$ cat src/sv/fpq_slot.sv
// ring slot address: level base plus wrapped head offset
// no dependencies
module fpq_slot #(
  parameter int LEVEL_DEPTH = 64,
  parameter int NUM_LEVELS  = 5
) (
  input  logic [$clog2(NUM_LEVELS)-1:0]              lvl,
  input  logic [$clog2(LEVEL_DEPTH)-1:0]             head,
  input  logic [$clog2(LEVEL_DEPTH+1)-1:0]           pos,
  output logic [$clog2(NUM_LEVELS*LEVEL_DEPTH)-1:0]  addr
);
  localparam int PW = $clog2(LEVEL_DEPTH);
  localparam int FW = $clog2(LEVEL_DEPTH + 1);
  localparam int AW = $clog2(NUM_LEVELS * LEVEL_DEPTH);

  logic [FW:0] sum;
  logic [PW-1:0] offs;

  always_comb begin
    sum = (FW+1)'(head) + (FW+1)'(pos);
    // both terms below depth, so one subtract wraps
    if (sum >= (FW+1)'(LEVEL_DEPTH)) begin
      offs = PW'(sum - (FW+1)'(LEVEL_DEPTH));
    end else begin
      offs = PW'(sum);
    end
    addr = AW'(AW'(lvl) * AW'(LEVEL_DEPTH)) + AW'(offs);
  end
endmodule

$ cat config.mk
export PLATFORM = sky130hd
export DESIGN_NAME = fpq_slot
export DESIGN_NICKNAME = d
export VERILOG_FILES = /design/src/sv/fpq_slot.sv
export SDC_FILE = /design/constraint.sdc
export NUM_CORES = 1
export LEC_CHECK = 0
export BUFFER_PORTS_ARGS = -buffer_cell sky130_fd_sc_hd__buf_2
export CAP_MARGIN = 20
export CORE_AREA = 2 2 39 41
export DETAILED_ROUTE_END_ITERATION = 12
export DIE_AREA = 0 0 41 43
export GPL_TIMING_DRIVEN = 0
export MAX_ROUTING_LAYER = met4
export PLACE_DENSITY = 0.42
export SLEW_MARGIN = 20
export SYNTH_ARGS = -nofsm -noshare
export SYNTH_HDL_FRONTEND = slang
export SYNTH_SLANG_ARGS = --single-unit
$ cat constraint.sdc
create_clock -name vclk -period 1.78
set_input_delay 0.267 -clock vclk [all_inputs]
set_output_delay 0.267 -clock vclk [all_outputs]
set_load 0.05 [all_outputs]
==> results.cfg <==
[synthesis]
yosysWarnings = 0
synth.distinct_cells = 12
synthCells = 22
synth_nets = 44
ys_seq_area_frac = 0
synth.avg_cell_area_um2 = 9.50
mappedNetlistArea_um2 = 209

[worst_setup_path]
path_class = input pin to output pin
cp_max_fo = 2
timing.critical_path.required_ns = 1.51
arrival_ns = 1.54
worst_setup_path_end_kind = output pin
worst_setup_path_start_kind = input pin

[timing]
fmax_mhz = 554
fin_tns_setup_ns = -0.0263
relSlewSlack = 0.834
setup_viol = 1
slew_violations = 0
finalCritPeriodShare = 1.01
worst_slew_pin_slew_ns = 0.250
rsz0062_at_grt = yes
finalCriticalPeriod_ns = 1.81
setup_slack_ns = -0.0263
hold_violations = 0

[power_and_ir_drop]
p_leak_nw = 0.221
vdd_drop_max_v = 0.000206
power_density_nw_per_um2 = 588

[routing]
drtIter0Drc = 0
drt-wirelength-per-cell_um = 8.80
firstDrtPassIters = 1
postRouteAntennaNets = 0
drc = 0
totalWireLength_um = 537
vias_per_cell = 4.07
vias = 248

[cells_and_area]
seq_cells = 0
final-seq-area_um2 = 0
nClkBuffers = 0
final_cells = 61
syn_to_final_growth_pct = 113
drive_above_1_share = 0.844
final_cell_mix = buf_2, buf_4, buf_6
final_common_cell = buf_2
diodes = 0
nNetsFinal = 69

[flow_run]
maxCapViolCount = 0

[placed_design]
hpwl_um = 454
place_inst = 59
gp_congestion = 0.619
port_buffers = 21

[floorplan]
core_um2 = 1380
initial_core_util = 0.151
dieArea_um2 = 1760
rows = 14
dieHeight_um = 43
die-width_um = 41
ios = 25

[global_route]
grtUsageTotal = 0.0639
grt_max_degree = 5
grt_overflow = 0
grt_first_pass_wirelength_um = 821
antenna_found_initial = 0
grt_pass1_vias = 204

[hold_path]
hold_path.class = input pin to output pin
hold_path_depth = 2
min_delay_worst_endpoint = addr[6]
hold_start = lvl[0]

[run_status]
violations = setup timing
outcome = finished with violations
==> timing repair <==
action,CTS,global route
setup buffers,2,0
gates resized for setup,11,6
endpoints found under the setup margin,2,3
pin swaps,5,3
hold buffers,0,0
==> layer usage <==
| metal | GRT usage | part of all wire |
|---|---|---|
| met1 | 0.0935 | 0.46 |
| met2 | 0.103 | 0.39 |
| met3 | 0 | 0.15 |
| met4 | 0 | 0 |
| met5 | - | 0 |
==> power by group <==
part	switching, mW	leakage (nW)	internal, mW	total, mW
Clock	0	0	0	0
Sequential	0	0	0	0
Combinational	0.160	0.221	0.101	0.261
Total	0.160	0.221	0.101	0.261
==> area by class of cell <==
cell class,count,area (µm²)
fill,138,940
multi-input combinational,19,254
timing repair buffer,23,148
buffer,3,22.5
tap,16,20.0
==> cell usage after synthesis <==
cell / number / share of area
a21o_1: 1 / 0.036
a21oi_2: 1 / 0.042
fa_1: 1 / 0.096
xor2_1: 2 / 0.084
o21bai_1: 1 / 0.036
xnor2_1: 3 / 0.13
a211oi_2: 1 / 0.060
a21oi_1: 2 / 0.048
o21ai_0: 1 / 0.024
buf_4: 3 / 0.11
ha_1: 5 / 0.30
a21o_2: 1 / 0.042
==> worst max-delay path by stage <==
stage,from,endpoint,slack (ns),depth (start not counted)
2_1_floorplan,head[0],addr[4],-0.12,5
3_3_place_gp,head[0],addr[4],-0.39,7
3_5_place_dp,head[0],addr[4],-0.39,7
4_1_cts,pos[0],addr[4],-0.02,7
5_1_grt,pos[0],addr[4],-0.06,7
6_report,pos[0],addr[4],-0.03,7
==> logic make-up after synthesis <==
logic type | after synthesis | synth area share
AO/OA/AOI/OAI | 8 | 0.287
adder cells (fa/ha/maj) | 6 | 0.395
XOR/XNOR | 5 | 0.210
buffers and inverters | 3 | 0.108
==> stage by stage <==
step	setup slack (ns)	total power [mW]	util	area (µm²)	hold slack [ns]
2_1_floorplan	-0.118	0.180	-	239	0.701
3_3_place_gp	-0.392	0.224	0.263	364	0.837
3_5_place_dp	-0.393	0.223	0.263	364	0.837
4_1_cts	-0.0236	0.253	0.311	430	0.837
5_1_grt	-0.0586	0.277	0.321	444	0.840
6_report	-0.0263	0.261	0.321	444	0.836
==> critical path, cell delays in order <==
cell and delay (ns):
buf_6 0.10, ha_4 0.15, fa_2 0.34, a21o_4 0.22, a21oi_4 0.16, xnor2_2 0.13
buf_6 0.18
Note: power is estimated with default switching activity, not from simulation.
