===== src/sv/fpq_ram.sv =====
// generic single-write, single-read RAM with registered read
// no dependencies
module fpq_ram #(
  parameter int WIDTH = 8,
  parameter int DEPTH = 16
) (
  input  logic                     clk,
  input  logic                     we,
  input  logic [$clog2(DEPTH)-1:0] waddr,
  input  logic [WIDTH-1:0]         wdata,
  input  logic                     re,
  input  logic [$clog2(DEPTH)-1:0] raddr,
  output logic [WIDTH-1:0]         rdata
);
  logic [WIDTH-1:0] mem [DEPTH];

  always_ff @(posedge clk) begin
    if (we) begin
      mem[waddr] <= wdata;
    end
    if (re) begin
      rdata <= mem[raddr];
    end
  end
endmodule


===== config.mk =====
export PLATFORM = sky130hd
export DESIGN_NAME = fpq_ram
export DESIGN_NICKNAME = d
export VERILOG_FILES = /design/src/sv/fpq_ram.sv
export SDC_FILE = /design/constraint.sdc
export NUM_CORES = 1
export LEC_CHECK = 0
export ABC_AREA = 1
export ABC_CLOCK_PERIOD_IN_PS = 2440
export BUFFER_PORTS_ARGS = -buffer_cell sky130_fd_sc_hd__clkbuf_2
export CORE_ASPECT_RATIO = 0.75
export CORE_UTILIZATION = 45
export DETAILED_ROUTE_END_ITERATION = 7
export PLACE_DENSITY = 0.71
export SETUP_SLACK_MARGIN = 0.02
export SLEW_MARGIN = 20
export SYNTH_ARGS = -nofsm -noshare
export SYNTH_HDL_FRONTEND = slang
export SYNTH_SLANG_ARGS = --single-unit
export TNS_END_PERCENT = 100

===== constraint.sdc =====
create_clock -name clk -period 2.44 [get_ports clk]
set_input_delay 0.366 -clock clk [delete_from_list [all_inputs] [get_ports clk]]
set_output_delay 0.366 -clock clk [all_outputs]
set_load 0.03 [all_outputs]

==> flow_summary.toml <==
[outcome]
outcome = "complete, no violations"

[clocking]
htreeDepth = 4
cts_tree = "yes"
post_cts_buffers = 0
cts_inserted_buffers = 17
hold_buffers = 0
cts.sinks = 136
clkTransAtPathRegs_ns = 0.06
clock_latency_ns = 0.41
post_cts_resized = 0
cts_max_path_buffers = 2
clock-root-buffer = "clkbuf_16"

[worst_setup_path]
path_max_fanout = 1
crit_buf_inv = 1
worstPathCellList = "clkbuf_2"
path_class = "reg -> out"
cpMaxStageDelayCell = "edfxtp_1"
cp_slowest_stage_delay_ns = 0.43
start_kind = "flop"
required_ns = 2.07
worstPathArrival_ns = 1.05
crit_family = "flip-flops"
cp-end-kind = "output port"

[power_and_ir_drop]
power.leakage_nw = 2.84
p_sw_share_pct = 22.3
p_seq_share_pct = 47.6
ir_drop_v = 0.000525
power_frac_comb_pct = 6.0
clkPwrFrac_pct = 46.4
p_switching_mw = 1.24
intPower_mw = 4.32
p_per_area_nw_per_um2 = 835

[min_path]
min_path_type = "in -> reg"

[sta]
drv_slew = 0
layout_min_cycle_time_ns = 1.41
setup_violations = 0
relSlewSlack_pct = 41.6
period_share_pct = 57.9
worstMarginPinSlew_ns = 0.873
fin_skew_ns = 0.00639
timing.fmax_mhz = 708
hold_viol_final = 0
rsz0062_at_grt = "false"
tns_ns = 0

[cells_and_area]
finalNonFillerCells = 757
drive_above_1_share_pct = 11.0
utilization_pct = 53.4
antenna_cells = 0
nNetsFinal = 597
areaGrowthSynthToFinish_pct = 14.0
fillers = 1076

[placement]
numPortBuffers = 26
dp_cells = 725
routabilityCongestion = 0.837
dp_hpwl_mm = 8.11

[global_route]
grt_max_degree = 33
track_usage_pct = 20.8
grt_pass1_wl_mm = 19.9
antenna_found_initial = 0
grt_pass1_vias = 3544
grt-ovfl-total = 0

[logic_synthesis]
ys_types = 11
yosysSeqAreaShare_pct = 69.8
synth_nets = 570
synthCells = 551
syn_avg_cell_area_sq_um = 10.6
yosys_warnings = 0
syn-cell-area_sq_um = 5850
ys_ff_latch = 136

[drt]
drtIter0Drc = 397
first_pass_iters = 5
via_count = 3831
ant_nets = 0
viasPerCell = 5.06
avgRoutedWirePerCell_microns = 17.2
drc = 0
wl_mm = 13.0

[floorplan]
start_util_pct = 46.8
io-pin-count = 27
die_w_microns = 134
fp.dieArea_sq_um = 13500
die_h_microns = 101
core_area_sq_um = 12500
fp-row-count = 35

[run]
maxCapViolCount = 0
## sequential cells by signal (all words and copies together), names as in the netlist
register  cells
rdata         8
mem         128
## per-layer routing
layer,vias up,routed length [microns],global-route usage (%)
met5,-,0,0
met4,0,135,7.95
met3,13,1390,5.08
met2,217,5500,29.4
met1,1766,6000,31.0
li1,1835,-,-
## cells in the final DEF (no fill, tap or decap), drive strengths merged
cell type,synthesis,routed
buf,24,6
bufinv,0,3
clkbuf,0,43
clkinv,0,5
clkinvlp,0,6
edfxtp,136,136
inv,102,103
nand2,173,173
nand3,97,97
nand3b,2,2
nor2,17,17
## synth_stat cells
cell	instances	share of area, %
edfxtp_1	136	70
nor2_1	17	1.1
nand2_1	173	11
buf_4	4	0.51
buf_6	6	1.2
inv_2	2	0.13
buf_1	1	0.064
buf_2	13	1.1
nand3_1	97	8.3
inv_1	100	6.4
nand3b_1	2	0.26
## area by class of cell
| type | count | area, sq um | share of cell area [%] |
|---|---|---|---|
| clock buffer | 17 | 425 | 6.38 |
| clock inverter | 15 | 179 | 2.68 |
| inverter | 102 | 383 | 5.74 |
| multi-input combinational | 289 | 1210 | 18.2 |
| sequential | 136 | 4080 | 61.2 |
| tap | 166 | 208 | 3.12 |
| timing repair buffer | 32 | 175 | 2.63 |
## path summary, 6_finish.rpt
kind,slack [ns],from,endpoint,cells after the start
max,1.03,rdata[5],rdata[5],1
min,0.40,re,rdata[2],1
max reg2reg,1.20,mem[3][7],rdata[7],6
min reg2reg,0.78,mem[7][4],rdata[4],6
## cell families (layout without fill, tap and decap cells)
logic type    count (synthesis)  in the layout  synth area share (%)
flops                       136            136                  69.8
simple gates                289            289                  20.8
buf+inv                     126            166                  9.39
## through the flow
| stage | total power, mW | instance area, sq um | worst slack (ns) | hold slack, ns |
|---|---|---|---|---|
| after global placement | 3.02 | 6060 | 0.738 | 0.741 |
| after floorplan | 2.90 | 5850 | 1.12 | 0.465 |
| after global routing | 5.71 | 6670 | 0.989 | 0.393 |
| after detailed placement | 3.03 | 6060 | 0.652 | 0.757 |
| after CTS | 5.58 | 6670 | 1.02 | 0.383 |
| final | 5.57 | 6670 | 1.03 | 0.397 |
## power by group through the flow
stage / Combinational [mW] / Sequential [mW] / Clock, mW
after global placement: 0.323 / 2.70 / 0
final: 0.334 / 2.65 / 2.58
after CTS: 0.333 / 2.65 / 2.60
after detailed placement: 0.329 / 2.70 / 0
after floorplan: 0.185 / 2.72 / 0
after global routing: 0.366 / 2.65 / 2.70
Power figures use the tool's default switching activity.
